===== src/design/hdlf_pkg.sv =====
// Shared types, constants and helpers for the hex dump line formatter.
// Used by hdlf_ctrl, hdlf_datapath and hex_dump_line_formatter; no dependencies.
package hdlf_pkg;

  // Line geometry.
  localparam int unsigned BytesPerLine = 16;
  localparam int unsigned PosW         = $clog2(BytesPerLine);
  localparam int unsigned AddrW        = 32;
  localparam int unsigned AddrDigits   = AddrW / 4;
  localparam int unsigned DigitW       = $clog2(AddrDigits);

  // Configuration port.
  localparam int unsigned CfgIdxW  = 1;
  localparam int unsigned CfgDataW = 8;

  typedef enum logic [CfgIdxW-1:0] {
    CFG_GROUP_SIZE_LOG = 1'b0,
    CFG_ISO_CHARSET    = 1'b1
  } cfg_reg_e;

  // Characters used by the formatter.
  localparam logic [7:0] ChSpace   = 8'h20;
  localparam logic [7:0] ChColon   = 8'h3a;
  localparam logic [7:0] ChNewline = 8'h0a;
  localparam logic [7:0] ChDot     = 8'h2e;
  localparam logic [7:0] ChDel     = 8'h7f;
  localparam logic [7:0] ChIsoLow  = 8'ha0;

  // Input item kinds.
  localparam logic KindData = 1'b0;
  localparam logic KindEos  = 1'b1;

  typedef struct packed {
    logic       kind;
    logic [7:0] data_byte;
  } hdlf_in_t;

  typedef struct packed {
    logic [7:0] text_char;
    logic       last_char;
  } hdlf_out_t;

  // Source of the character placed in the output register.
  typedef enum logic [2:0] {
    SEL_ADDR,
    SEL_COLON,
    SEL_SPACE,
    SEL_HI,
    SEL_LO,
    SEL_TEXT,
    SEL_NL
  } char_sel_e;

  typedef enum logic [3:0] {
    ST_IDLE,
    ST_ADDR,
    ST_COLON,
    ST_ADDR_SP,
    ST_HI,
    ST_LO,
    ST_GSEP,
    ST_PAD_A,
    ST_PAD_B,
    ST_PAD_SEP,
    ST_TXT_SP,
    ST_TEXT,
    ST_NL
  } hdlf_state_e;

  // Commands from the controller to the datapath.
  typedef struct packed {
    logic      load;
    logic      emit;
    char_sel_e sel;
    logic      last;
    logic      idx_clr;
    logic      idx_load_pos;
    logic      idx_inc;
    logic      pos_inc;
    logic      pos_clr;
    logic      addr_inc;
    logic      addr_clr;
  } hdlf_cmd_t;

  // Status from the datapath to the controller.
  typedef struct packed {
    logic in_kind;
    logic kind;
    logic pos_zero;
    logic pos_last;
    logic ge_pos;
    logic ge_idx;
    logic idx_addr_last;
    logic idx_last;
    logic text_last;
    logic out_free;
  } hdlf_sts_t;

  // Lowercase hex digit for one nibble.
  function automatic logic [7:0] hex_char(input logic [3:0] nib);
    logic [7:0] ch;
    if (nib < 4'd10) begin
      ch = 8'h30 + {4'h0, nib};
    end else begin
      ch = 8'h57 + {4'h0, nib};
    end
    return ch;
  endfunction

  // True when byte slot i closes a group of 2^log2_size bytes.
  function automatic logic group_end(input logic [PosW-1:0] i, input logic [1:0] log2_size);
    logic [PosW-1:0] mask;
    mask = PosW'((4'd1 << log2_size) - 4'd1);
    return (i & mask) == mask;
  endfunction

endpackage


===== src/design/hex_dump_line_formatter.sv =====
// Top level of the hex dump line formatter: controller plus datapath.
// Depends on hdlf_pkg, hdlf_ctrl and hdlf_datapath.
//
// Usage: items arrive on the in channel (valid/ready, hdlf_in_t): a data
// byte or an end-of-stream marker. Each item yields zero or more characters
// on the out channel (valid/ready, hdlf_out_t), one per transfer; the final
// character of an item carries last_char. Registers are written through the
// cfg channel (index, data), which is always ready; write them while idle.
// The input item is latched at its transfer as the state leaves idle; the
// first character is then written to the output register. The sequencer
// produces one character per cycle into a single output register unless
// the receiver stalls. A data byte takes an idle slot, two digits and an
// optional separator, plus the address at the start of a line and the text
// column at its end. End of stream emits the padding and text characters.
// One item is processed at a time; in_ready_o is high only between items.
// Reset clears position and address to zero and restores the register
// defaults. When the receiver stalls, the pending character holds and the
// sequencer waits on it; no character is dropped.
module hex_dump_line_formatter (
  input  logic                          clk_i,
  input  logic                          rst_ni,
  input  logic                          cfg_valid_i,
  output logic                          cfg_ready_o,
  input  logic [hdlf_pkg::CfgIdxW-1:0]  cfg_index_i,
  input  logic [hdlf_pkg::CfgDataW-1:0] cfg_data_i,
  input  logic                          in_valid_i,
  output logic                          in_ready_o,
  input  hdlf_pkg::hdlf_in_t            in_data_i,
  output logic                          out_valid_o,
  input  logic                          out_ready_i,
  output hdlf_pkg::hdlf_out_t           out_data_o
);
  import hdlf_pkg::*;

  hdlf_cmd_t cmd;
  hdlf_sts_t sts;

  assign cfg_ready_o = 1'b1;

  hdlf_ctrl u_ctrl (
    .clk_i      (clk_i),
    .rst_ni     (rst_ni),
    .in_valid_i (in_valid_i),
    .in_ready_o (in_ready_o),
    .sts_i      (sts),
    .cmd_o      (cmd)
  );

  hdlf_datapath u_dp (
    .clk_i       (clk_i),
    .rst_ni      (rst_ni),
    .cfg_valid_i (cfg_valid_i),
    .cfg_index_i (cfg_index_i),
    .cfg_data_i  (cfg_data_i),
    .in_data_i   (in_data_i),
    .out_ready_i (out_ready_i),
    .out_valid_o (out_valid_o),
    .out_data_o  (out_data_o),
    .cmd_i       (cmd),
    .sts_o       (sts)
  );

  // The sequencer never overwrites a character that is still waiting.
  a_emit_free: assert property (@(posedge clk_i) disable iff (!rst_ni)
    cmd.emit |-> (!out_valid_o || out_ready_i))
    else $error("character emitted over a pending output");

  // An item is loaded only on an input transfer.
  a_load_xfer: assert property (@(posedge clk_i) disable iff (!rst_ni)
    cmd.load |-> (in_valid_i && in_ready_o))
    else $error("item loaded without an input transfer");

  // After the final character of an item the block is ready for the next.
  a_last_ready: assert property (@(posedge clk_i) disable iff (!rst_ni)
    (cmd.emit && cmd.last) |=> in_ready_o)
    else $error("not ready after the final character of an item");

  // A loaded data byte leaves the block not ready in the following cycle, so it produces at least one character.
  a_data_emits: assert property (@(posedge clk_i) disable iff (!rst_ni)
    (cmd.load && (in_data_i.kind == KindData)) |=> !in_ready_o)
    else $error("data byte returned to idle without output");

endmodule


===== src/design/hdlf_ctrl.sv =====
// Sequencing state machine of the hex dump line formatter.
// Depends on hdlf_pkg; drives hdlf_datapath through hdlf_cmd_t.
module hdlf_ctrl (
  input  logic              clk_i,
  input  logic              rst_ni,
  input  logic              in_valid_i,
  output logic              in_ready_o,
  input  hdlf_pkg::hdlf_sts_t sts_i,
  output hdlf_pkg::hdlf_cmd_t cmd_o
);
  import hdlf_pkg::*;

  hdlf_state_e state_q, state_d;

  // State register.
  always_ff @(posedge clk_i or negedge rst_ni) begin
    if (!rst_ni) begin
      state_q <= ST_IDLE;
    end else begin
      state_q <= state_d;
    end
  end

  // Next state and commands. Every state but idle emits one character per
  // transfer slot of the output register.
  always_comb begin
    state_d    = state_q;
    cmd_o      = '0;
    cmd_o.sel  = SEL_SPACE;
    in_ready_o = 1'b0;

    unique case (state_q)
      ST_IDLE: begin
        in_ready_o = 1'b1;
        if (in_valid_i) begin
          cmd_o.load = 1'b1;
          if (sts_i.in_kind == KindData) begin
            if (sts_i.pos_zero) begin
              cmd_o.idx_clr = 1'b1;
              state_d       = ST_ADDR;
            end else begin
              state_d = ST_HI;
            end
          end else if (!sts_i.pos_zero) begin
            cmd_o.idx_load_pos = 1'b1;
            state_d            = ST_PAD_A;
          end else begin
            cmd_o.pos_clr  = 1'b1;
            cmd_o.addr_clr = 1'b1;
          end
        end
      end

      ST_ADDR: begin
        cmd_o.sel = SEL_ADDR;
        if (sts_i.out_free) begin
          cmd_o.emit = 1'b1;
          if (sts_i.idx_addr_last) begin
            state_d = ST_COLON;
          end else begin
            cmd_o.idx_inc = 1'b1;
          end
        end
      end

      ST_COLON: begin
        cmd_o.sel = SEL_COLON;
        if (sts_i.out_free) begin
          cmd_o.emit = 1'b1;
          state_d    = ST_ADDR_SP;
        end
      end

      ST_ADDR_SP: begin
        cmd_o.sel = SEL_SPACE;
        if (sts_i.out_free) begin
          cmd_o.emit = 1'b1;
          state_d    = ST_HI;
        end
      end

      ST_HI: begin
        cmd_o.sel = SEL_HI;
        if (sts_i.out_free) begin
          cmd_o.emit = 1'b1;
          state_d    = ST_LO;
        end
      end

      // The low digit closes the item unless a group separator follows.
      ST_LO: begin
        cmd_o.sel  = SEL_LO;
        cmd_o.last = !sts_i.ge_pos;
        if (sts_i.out_free) begin
          cmd_o.emit = 1'b1;
          if (sts_i.ge_pos) begin
            state_d = ST_GSEP;
          end else begin
            cmd_o.pos_inc = 1'b1;
            state_d       = ST_IDLE;
          end
        end
      end

      // On the last slot of the line the position wraps to zero and the
      // text column follows.
      ST_GSEP: begin
        cmd_o.sel  = SEL_SPACE;
        cmd_o.last = !sts_i.pos_last;
        if (sts_i.out_free) begin
          cmd_o.emit    = 1'b1;
          cmd_o.pos_inc = 1'b1;
          if (sts_i.pos_last) begin
            state_d = ST_TXT_SP;
          end else begin
            state_d = ST_IDLE;
          end
        end
      end

      ST_PAD_A: begin
        cmd_o.sel = SEL_SPACE;
        if (sts_i.out_free) begin
          cmd_o.emit = 1'b1;
          state_d    = ST_PAD_B;
        end
      end

      ST_PAD_B: begin
        cmd_o.sel = SEL_SPACE;
        if (sts_i.out_free) begin
          cmd_o.emit = 1'b1;
          if (sts_i.ge_idx) begin
            state_d = ST_PAD_SEP;
          end else if (sts_i.idx_last) begin
            state_d = ST_TXT_SP;
          end else begin
            cmd_o.idx_inc = 1'b1;
            state_d       = ST_PAD_A;
          end
        end
      end

      ST_PAD_SEP: begin
        cmd_o.sel = SEL_SPACE;
        if (sts_i.out_free) begin
          cmd_o.emit = 1'b1;
          if (sts_i.idx_last) begin
            state_d = ST_TXT_SP;
          end else begin
            cmd_o.idx_inc = 1'b1;
            state_d       = ST_PAD_A;
          end
        end
      end

      ST_TXT_SP: begin
        cmd_o.sel = SEL_SPACE;
        if (sts_i.out_free) begin
          cmd_o.emit    = 1'b1;
          cmd_o.idx_clr = 1'b1;
          state_d       = ST_TEXT;
        end
      end

      ST_TEXT: begin
        cmd_o.sel = SEL_TEXT;
        if (sts_i.out_free) begin
          cmd_o.emit = 1'b1;
          if (sts_i.text_last) begin
            state_d = ST_NL;
          end else begin
            cmd_o.idx_inc = 1'b1;
          end
        end
      end

      // A full line moves the address on; end of stream restarts at zero.
      ST_NL: begin
        cmd_o.sel  = SEL_NL;
        cmd_o.last = 1'b1;
        if (sts_i.out_free) begin
          cmd_o.emit = 1'b1;
          if (sts_i.kind == KindData) begin
            cmd_o.addr_inc = 1'b1;
          end else begin
            cmd_o.pos_clr  = 1'b1;
            cmd_o.addr_clr = 1'b1;
          end
          state_d = ST_IDLE;
        end
      end

      default: begin
        state_d = ST_IDLE;
      end
    endcase
  end

endmodule


===== src/design/hdlf_datapath.sv =====
// Datapath of the hex dump line formatter: configuration, line state,
// text column store and output register. Depends on hdlf_pkg.
module hdlf_datapath (
  input  logic                       clk_i,
  input  logic                       rst_ni,
  input  logic                       cfg_valid_i,
  input  logic [hdlf_pkg::CfgIdxW-1:0]  cfg_index_i,
  input  logic [hdlf_pkg::CfgDataW-1:0] cfg_data_i,
  input  hdlf_pkg::hdlf_in_t         in_data_i,
  input  logic                       out_ready_i,
  output logic                       out_valid_o,
  output hdlf_pkg::hdlf_out_t        out_data_o,
  input  hdlf_pkg::hdlf_cmd_t        cmd_i,
  output hdlf_pkg::hdlf_sts_t        sts_o
);
  import hdlf_pkg::*;

  logic [1:0]        group_log_q;
  logic              iso_q;
  logic [PosW-1:0]   pos_q;
  logic [AddrW-1:0]  addr_q;
  logic [PosW-1:0]   idx_q;
  logic              kind_q;
  logic [7:0]        byte_q;
  logic [7:0]        text_q [BytesPerLine];
  logic [7:0]        char_q;
  logic              last_q;
  logic              out_valid_q;

  logic              shown;
  logic [7:0]        text_char;
  logic [4:0]        nib_lsb;
  logic [7:0]        char_d;

  // Configuration registers; indexes outside the list are ignored.
  always_ff @(posedge clk_i or negedge rst_ni) begin
    if (!rst_ni) begin
      group_log_q <= 2'd1;
      iso_q       <= 1'b0;
    end else if (cfg_valid_i) begin
      unique case (cfg_index_i)
        CFG_GROUP_SIZE_LOG: group_log_q <= cfg_data_i[1:0];
        CFG_ISO_CHARSET:    iso_q       <= cfg_data_i[0];
        default: ;
      endcase
    end
  end

  // Line position and address.
  always_ff @(posedge clk_i or negedge rst_ni) begin
    if (!rst_ni) begin
      pos_q  <= '0;
      addr_q <= '0;
    end else begin
      if (cmd_i.pos_clr) begin
        pos_q <= '0;
      end else if (cmd_i.pos_inc) begin
        pos_q <= pos_q + PosW'(1);
      end
      if (cmd_i.addr_clr) begin
        addr_q <= '0;
      end else if (cmd_i.addr_inc) begin
        addr_q <= addr_q + AddrW'(BytesPerLine);
      end
    end
  end

  // Loop counter shared by the address digits, padding and text column.
  always_ff @(posedge clk_i or negedge rst_ni) begin
    if (!rst_ni) begin
      idx_q <= '0;
    end else if (cmd_i.idx_clr) begin
      idx_q <= '0;
    end else if (cmd_i.idx_load_pos) begin
      idx_q <= pos_q;
    end else if (cmd_i.idx_inc) begin
      idx_q <= idx_q + PosW'(1);
    end
  end

  // Printable test for the text column.
  always_comb begin
    shown = ((in_data_i.data_byte >= ChSpace) && (in_data_i.data_byte < ChDel)) ||
            (iso_q && (in_data_i.data_byte >= ChIsoLow));
    text_char = shown ? in_data_i.data_byte : ChDot;
  end

  // Latched item and text column entry.
  always_ff @(posedge clk_i) begin
    if (cmd_i.load) begin
      kind_q <= in_data_i.kind;
      byte_q <= in_data_i.data_byte;
      if (in_data_i.kind == KindData) begin
        text_q[pos_q] <= text_char;
      end
    end
  end

  // Character select.
  assign nib_lsb = {~idx_q[DigitW-1:0], 2'b00};

  always_comb begin
    case (cmd_i.sel)
      SEL_ADDR:  char_d = hex_char(addr_q[nib_lsb +: 4]);
      SEL_COLON: char_d = ChColon;
      SEL_SPACE: char_d = ChSpace;
      SEL_HI:    char_d = hex_char(byte_q[7:4]);
      SEL_LO:    char_d = hex_char(byte_q[3:0]);
      SEL_TEXT:  char_d = text_q[idx_q];
      SEL_NL:    char_d = ChNewline;
      default:   char_d = ChSpace;
    endcase
  end

  // Output register: holds one character until its transfer.
  always_ff @(posedge clk_i or negedge rst_ni) begin
    if (!rst_ni) begin
      out_valid_q <= 1'b0;
    end else if (cmd_i.emit) begin
      out_valid_q <= 1'b1;
    end else if (out_ready_i) begin
      out_valid_q <= 1'b0;
    end
  end

  always_ff @(posedge clk_i) begin
    if (cmd_i.emit) begin
      char_q <= char_d;
      last_q <= cmd_i.last;
    end
  end

  assign out_valid_o          = out_valid_q;
  assign out_data_o.text_char = char_q;
  assign out_data_o.last_char = last_q;

  // Status back to the controller.
  always_comb begin
    sts_o.in_kind       = in_data_i.kind;
    sts_o.kind          = kind_q;
    sts_o.pos_zero      = (pos_q == '0);
    sts_o.pos_last      = (pos_q == PosW'(BytesPerLine - 1));
    sts_o.ge_pos        = group_end(pos_q, group_log_q);
    sts_o.ge_idx        = group_end(idx_q, group_log_q);
    sts_o.idx_addr_last = (idx_q == PosW'(AddrDigits - 1));
    sts_o.idx_last      = (idx_q == PosW'(BytesPerLine - 1));
    sts_o.text_last     = ((idx_q + PosW'(1)) == pos_q);
    sts_o.out_free      = !out_valid_q || out_ready_i;
  end

endmodule

===== config.mk =====
export PLATFORM = sky130hd
export DESIGN_NAME = hex_dump_line_formatter
export DESIGN_NICKNAME = d
export VERILOG_FILES = /design/src/design/hdlf_pkg.sv /design/src/design/hex_dump_line_formatter.sv /design/src/design/hdlf_ctrl.sv /design/src/design/hdlf_datapath.sv
export SDC_FILE = /design/constraint.sdc
export NUM_CORES = 1
export LEC_CHECK = 0
export BUFFER_PORTS_ARGS = -buffer_cell sky130_fd_sc_hd__clkbuf_2
export CAP_MARGIN = 40
export CORE_AREA = 4 4 158 160
export DETAILED_ROUTE_END_ITERATION = 6
export DIE_AREA = 0 0 162 164
export GPL_ROUTABILITY_DRIVEN = 0
export HOLD_SLACK_MARGIN = 0.12
export SETUP_SLACK_MARGIN = 0.4
export SLEW_MARGIN = 5
export SYNTH_ARGS = -nofsm -noshare
export SYNTH_HDL_FRONTEND = slang
export SYNTH_SLANG_ARGS = --single-unit

===== constraint.sdc =====
create_clock -name clk_i -period 3.2 [get_ports clk_i]
set_clock_uncertainty 0.15 [all_clocks]
set_input_delay 0.16 -clock clk_i [delete_from_list [all_inputs] [get_ports clk_i]]
set_output_delay 0.16 -clock clk_i [all_outputs]
set_load 0.03 [all_outputs]

Word level (Yosys, flattened, before mapping):

Memories as Yosys holds them, arrays and structs flattened.
Cells that the tools add are included.

* add/sub/neg operators: 10
* $lt $le $gt $ge: 6
* equal/unequal tests: 39
* shift-type cells: 2
* mux-type cells: 73
* bitwise gates (word level): 4
* reduce and logical (&&, ||, !) cells: 18

Operators by type and width (number)
* $mux 4: 25
* $mux 32: 2
* $pmux 4 s13: 1
* $pmux 8 s6: 1
* $add 32x5->32 const B: 1
* $mux 8: 4
* $shiftx 32x6->4: 1
* $ne 2x2->1 const B: 15
* $mux 1: 29
* $eq 4x4->1 const B: 7
* $pmux 4 s7: 1
* $add 7x4->8 const A: 3
* $add 6x4->7 const A: 3
* $eq 4x3->1 const B: 5
* $reduce_and 16->1: 1
* $eq 4x4->1: 3
* $lt 4x4->1 const B: 3
* $eq 3x3->1 const B: 3
* $mux 3: 3
* $add 4x1->4 const B: 2
* $and 4x4->4: 2
* $eq 4x2->1 const B: 2
* $ge 8x6->1 const B: 1
* $ge 8x8->1 const B: 1
* 22 further kinds: 33

* register bits after elaboration: 66
* RAM bits: 128
* output and inout bits: 12
* memories kept: 1

Memories
* u_dp.text_q: words 16, bits a word 8, rd ports 1, clocked after memory_dff 0, write ports 1, line hdlf_datapath.sv:25 `logic [7:0] text_q [BytesPerLine];`

Logic depth before layout (Yosys ltp):

* word-level depth: 10
* mapped depth: 10
* depth with buffers taken out: 8

Modules after synthesis:

From an unflattened synthesis, not the netlist that was laid out.

* cells, all modules: 668
* area, all modules: 9188.8 um^2

Modules (own cells, without submodules)
* hdlf_datapath: times used 1, cells an instance 578, area each 8533.2 um^2
* hdlf_ctrl: times used 1, cells an instance 88, area each 644.4 um^2
* hex_dump_line_formatter: times used 1, cells an instance 2, area each 11.3 um^2

Worst setup path before layout:

OpenSTA, ideal clock, no wires.

* path type: flip-flop to flip-flop
* from: register u_ctrl.state_q[1]
* to: memory u_dp.text_q[11][0], enable pin
* library setup time: 332 ps
* arrival: 2261 ps
* required time: 2718 ps
* slack: 458 ps
* stages on the path, launching flop included: 8
* period minus slack after synthesis: 2742 ps
* cell sequence: dfrtp_1 -> buf_6 -> nor4_4 -> nand2_1 -> inv_1 -> nand2b_1 -> nor3b_1 -> and2_1

RTL lines
* start, declared: line hdlf_ctrl.sv:13 `hdlf_state_e state_q, state_d;`
* start signal, assigned: line hdlf_ctrl.sv:20 `state_q <= state_d;`
* end, declared: line hdlf_datapath.sv:25

Worst setup path after layout:

* from: register u_dp.idx_q[0]
* to: register u_dp.char_q[2] (data pin)

* word-level cells in the longest chain between the ends: 5

Ends and longest elaborated chain
* start, declared: line hdlf_datapath.sv:22 `logic [PosW-1:0] idx_q;`
* start signal, assigned: line hdlf_datapath.sv:75 `idx_q <= pos_q;`
* start signal, assigned: line hdlf_datapath.sv:77 `idx_q <= idx_q + PosW'(1);`
* $not 3->3: line hdlf_datapath.sv:100 `assign nib_lsb = {~idx_q[DigitW-1:0], 2'b00};`
* $shiftx 32x6->4: line hdlf_datapath.sv:104 `SEL_ADDR: char_d = hex_char(addr_q[nib_lsb +: 4]);`
* $add 7x4->8, or another cell as far along: line hdlf_pkg.sv:105 `ch = 8'h57 + {4'h0, nib};`
* $mux 8: line hdlf_pkg.sv:102 `if (nib < 4'd10) begin`
* $pmux 8 s6 (*): line hdlf_datapath.sv:103 `case (cmd_i.sel)`
* net u_dp.char_d[2]: line hdlf_datapath.sv:33 `logic [7:0] char_d;`
* end signal, assigned: line hdlf_datapath.sv:128 `char_q <= char_d;`
* end, declared: line hdlf_datapath.sv:26 `logic [7:0] char_q;`

Mark *: on every way through the listed nets, which the timed path passes. The rest lies on a longest branch.
A chain may end at the register's enable or synchronous reset.

==> impl_metrics.prom <==
# TYPE chip_impl_metric gauge
chip_impl_metric{name="globalRouteOverflowTotal",unit=""} 0
chip_impl_metric{name="synth_nets",unit=""} 664
chip_impl_metric{name="critical_path_depth",unit=""} 5
chip_impl_metric{name="design.die.area",unit="µm²"} 26570
chip_impl_metric{name="placementRows",unit=""} 56
chip_impl_metric{name="die_width",unit="µm"} 162
chip_impl_metric{name="drv.max_cap_violation_count",unit=""} 0
chip_impl_info{name="crit_family",value="multiplexers"} 1
chip_impl_metric{name="edff_count_synth",unit=""} 146
chip_impl_metric{name="synthesis.area",unit="µm²"} 9095
chip_impl_metric{name="post_drt_wl_per_cell",unit="µm"} 20.16
chip_impl_metric{name="detail-route-antenna-nets",unit=""} 0
chip_impl_metric{name="sequential_share_of_the_synthesized_area",unit=""} 0.6032
chip_impl_metric{name="clk-insertion-delay-late",unit="ns"} 0.45
chip_impl_metric{name="grt_first_pass_wirelength",unit="µm"} 32400
chip_impl_metric{name="utilization",unit=""} 0.4469
chip_impl_metric{name="worstPathMaxFanout",unit=""} 11
chip_impl_info{name="post_synth_main_area_contributors",value="edfxtp_1 (48%), dfrtp_1 (12%), mux4_2 (9.2%)"} 1
chip_impl_metric{name="fmax",unit="MHz"} 370.7
chip_impl_metric{name="stdcell_count",unit=""} 1013
chip_impl_info{name="setup.worst_path.class",value="flop to flop"} 1
chip_impl_metric{name="core-area",unit="µm²"} 23400
chip_impl_metric{name="setup_slack",unit="ns"} 0.5027
chip_impl_info{name="yosys_most_used_dff",value="edfxtp_1"} 1
chip_impl_metric{name="synth_cell_type_count",unit=""} 69
chip_impl_metric{name="maxSlewViolCount",unit=""} 0
chip_impl_metric{name="place.port_buffers",unit=""} 27
chip_impl_metric{name="synthesis.instances",unit=""} 632
chip_impl_metric{name="die_height",unit="µm"} 164
chip_impl_metric{name="drt_wl_total",unit="µm"} 20430
chip_impl_metric{name="power_per_cell_area",unit="nW/µm²"} 756.4
chip_impl_info{name="critPathSlowestCell",value="mux4_1"} 1
chip_impl_metric{name="cellLeakagePower",unit="nW"} 3.697
chip_impl_metric{name="worst_slew_pin_slew",unit="ns"} 0.7444
chip_impl_metric{name="detailroute.via_count",unit=""} 5519
chip_impl_info{name="timing.critical_path.cells",value="buf_4, mux4_1, mux4_2, a21oi_1, o21ai_0"} 1
chip_impl_metric{name="timing.final.crit_share",unit=""} 0.8429
chip_impl_metric{name="hold_violations",unit=""} 0
chip_impl_metric{name="io-pin-count",unit=""} 35
chip_impl_metric{name="worst_ep_required_time",unit="ns"} 3.22
chip_impl_info{name="tritoncts",value="built"} 1
chip_impl_metric{name="timing.critical_path.slowest_cell_delay",unit="ns"} 0.59
chip_impl_info{name="synth_top_cell_by_area",value="edfxtp_1"} 1
chip_impl_metric{name="pre_cts_ws",unit="ns"} 0.4406
chip_impl_metric{name="synthToLayoutAreaGrowth",unit="%"} 15.00
chip_impl_metric{name="drt-vias-per-instance",unit=""} 5.448
chip_impl_metric{name="synth-seq-cells",unit=""} 190
chip_impl_metric{name="clock_path_buffers",unit=""} 2
chip_impl_metric{name="async_reset_ff_frac",unit=""} 0.2316
chip_impl_metric{name="worst-endpoint-arrival",unit="ns"} 2.71
chip_impl_info{name="most_common_cell_after_layout_fill_and_taps_aside",value="edfxtp_1"} 1
chip_impl_metric{name="synth_top_cell_area_share",unit=""} 0.4820
chip_impl_info{name="kind_of_end_point_of_the_critical_path",value="flop"} 1
chip_impl_metric{name="cts_inserted_buffers",unit=""} 17
chip_impl_metric{name="detailedRoute.firstPassIterationCount",unit=""} 5
chip_impl_info{name="ctsRootBufferMaster",value="clkbuf_16"} 1
chip_impl_metric{name="post_dp_cell_area",unit="µm²"} 9600
chip_impl_metric{name="grt.total_usage",unit=""} 0.1600
chip_impl_metric{name="avgSynthCellArea",unit="µm²"} 14.39
chip_impl_metric{name="grt_max_degree",unit=""} 33
chip_impl_metric{name="first_iter_violations",unit=""} 496
chip_impl_metric{name="initial_utilization",unit=""} 0.3886
chip_impl_metric{name="place.detailed.instances",unit=""} 961
chip_impl_metric{name="synth_warnings",unit=""} 0
chip_impl_metric{name="first_global_vias",unit=""} 5656
chip_impl_metric{name="h-tree-depth",unit=""} 4
chip_impl_metric{name="cts.clk_slew.worst_paths",unit="ns"} 0.08
chip_impl_metric{name="antenna_cells",unit=""} 0
chip_impl_metric{name="drc",unit=""} 0
chip_impl_info{name="status",value="finished clean"} 1
chip_impl_metric{name="design_area",unit="µm²"} 10460
chip_impl_metric{name="vdd_drop_max",unit="µV"} 454.1
chip_impl_metric{name="post_route_cells_drive_above_1_share",unit=""} 0.2248
chip_impl_metric{name="cp_num_buf_inv",unit=""} 1
chip_impl_info{name="rsz0062_at_grt",value="no"} 1
chip_impl_metric{name="rr_worst_depth",unit=""} 5
chip_impl_metric{name="detailedPlacementHpwl",unit="µm"} 13470
chip_impl_metric{name="final-setup-viol-count",unit=""} 0
chip_impl_metric{name="final.setup.tns",unit="ns"} 0
chip_impl_metric{name="final.min_clock_period",unit="ns"} 2.697
chip_impl_metric{name="initial_antenna_violation_count",unit=""} 0
chip_impl_info{name="hp-class",value="primary input to async pin"} 1
chip_impl_metric{name="clkSinkCount",unit=""} 190
chip_impl_metric{name="nets_final",unit=""} 713
chip_impl_metric{name="setup.reg_to_reg.worst_slack",unit="ns"} 0.50
chip_impl_metric{name="timing.slew.headroom",unit=""} 0.5027
chip_impl_info{name="leading_cell_types_in_the_layout_fill_and_taps_excluded",value="edfxtp_1 (146), nor2_1 (55), dfrtp_1 (38)"} 1
chip_impl_info{name="critical_path.startpoint_type",value="flop"} 1
## final cells by class
class	instances	area (µm²)
clock buffer	17	425.4
clock inverter	15	227.7
fill	2097	12940
inverter	12	45.04
multi-input combinational	396	3368
sequential	190	5493
tap	319	399.1
timing repair buffer	64	500.5
## state kept, by name, indices dropped and copies added, names as in the netlist
| name | flops |
|---|---|
| u_dp.text_q | 128 |
| u_dp.addr_q | 28 |
| u_dp.byte_q | 8 |
| u_dp.char_q | 8 |
| u_ctrl.state_q | 4 |
| u_dp.idx_q | 4 |
| u_dp.pos_q | 4 |
| u_dp.group_log_q | 2 |
| u_dp.iso_q | 1 |
| u_dp.kind_q | 1 |
| u_dp.last_q | 1 |
| u_dp.out_valid_o | 1 |
## metrics by stage
| step | total power, W | hold WS (ns) |
|---|---|---|
| after floorplan | 0.005049 | -0.2856 |
| after global placement | 0.005606 | 0.2314 |
| after detailed placement | 0.005653 | 0.06693 |
| after CTS | 0.007943 | 0.1464 |
| after global routing | 0.008299 | 0.1925 |
| final | 0.007911 | 0.1412 |
## report_power, final
| part | internal (W) | total (W) | switching (W) | leakage, nW |
|---|---|---|---|---|
| clock | 0.00117 | 0.00228 | 0.00111 | 0.313 |
| combinational | 0.00110 | 0.00239 | 0.00130 | 1.49 |
| sequential | 0.00289 | 0.00324 | 0.000352 | 1.90 |
## cell families after synthesis
| group | share of synthesized area |
|---|---|
| DFF | 0.6032 |
| AOI/OAI and AO/OA | 0.06548 |
| other | 0.0004123 |
| adders and majority gates | 0.01238 |
| buffers and inverters | 0.02779 |
| and+or+nand+nor | 0.1169 |
| muxes | 0.1333 |
| xor gates and xnor gates | 0.04045 |
## Yosys cell counts (3+ instances only)
cell type  count
inv_1         12
a21o_1         3
mux2_2         9
o211ai_1       3
xnor2_1       23
clkbuf_1      12
ha_1           9
a41oi_1        4
and2_1        14
edfxtp_1     146
nor4_2         4
nor2b_1        9
dfrtp_1       43
buf_6          3
a21oi_1       19
nor2_1        55
and4_1         6
nand2b_1      13
o21ai_0       16
a21boi_0       3
o22ai_1        5
a211oi_1       4
buf_4          8
nor3_1         4
o21bai_1       5
buf_2          9
nor4_1         4
nand4_1        9
mux4_2        37
nand3_1       19
mux2i_1       12
mux4_1         6
and3_1        10
xor2_1        19
nand2_1       34
## routing by layer
| layer | global-route usage | up-vias | part of all wire |
|---|---|---|---|
| li1 | - | 2527 | - |
| met1 | 0.2164 | 2822 | 0.45 |
| met2 | 0.2631 | 137 | 0.49 |
| met3 | 0.02936 | 33 | 0.042 |
| met4 | 0.05383 | 0 | 0.020 |
| met5 | 0 | - | 0 |
## what timing repair did
| item | 4_1_cts | 5_1_grt |
|---|---|---|
| setup buffers | 0 | 3 |
| setup endpoints to repair | 0 | 55 |
| hold buffers | 17 | 0 |
| hold endpoints to repair | 58 | 0 |
| gates resized for setup | 0 | 10 |
## worst paths after layout
path / to / startpoint
max: u_dp.char_q[2] / u_dp.idx_q[0]
min: u_ctrl.state_q[0] / rst_ni
max reg2reg: u_dp.char_q[2] / u_dp.idx_q[0]
min reg2reg: u_dp.addr_q[31] / u_dp.addr_q[31]
max in group asynchronous: u_dp.addr_q[6] / rst_ni
min in group clk_i: u_dp.byte_q[0] / in_valid_i
Power figures use the tool's default switching activity.
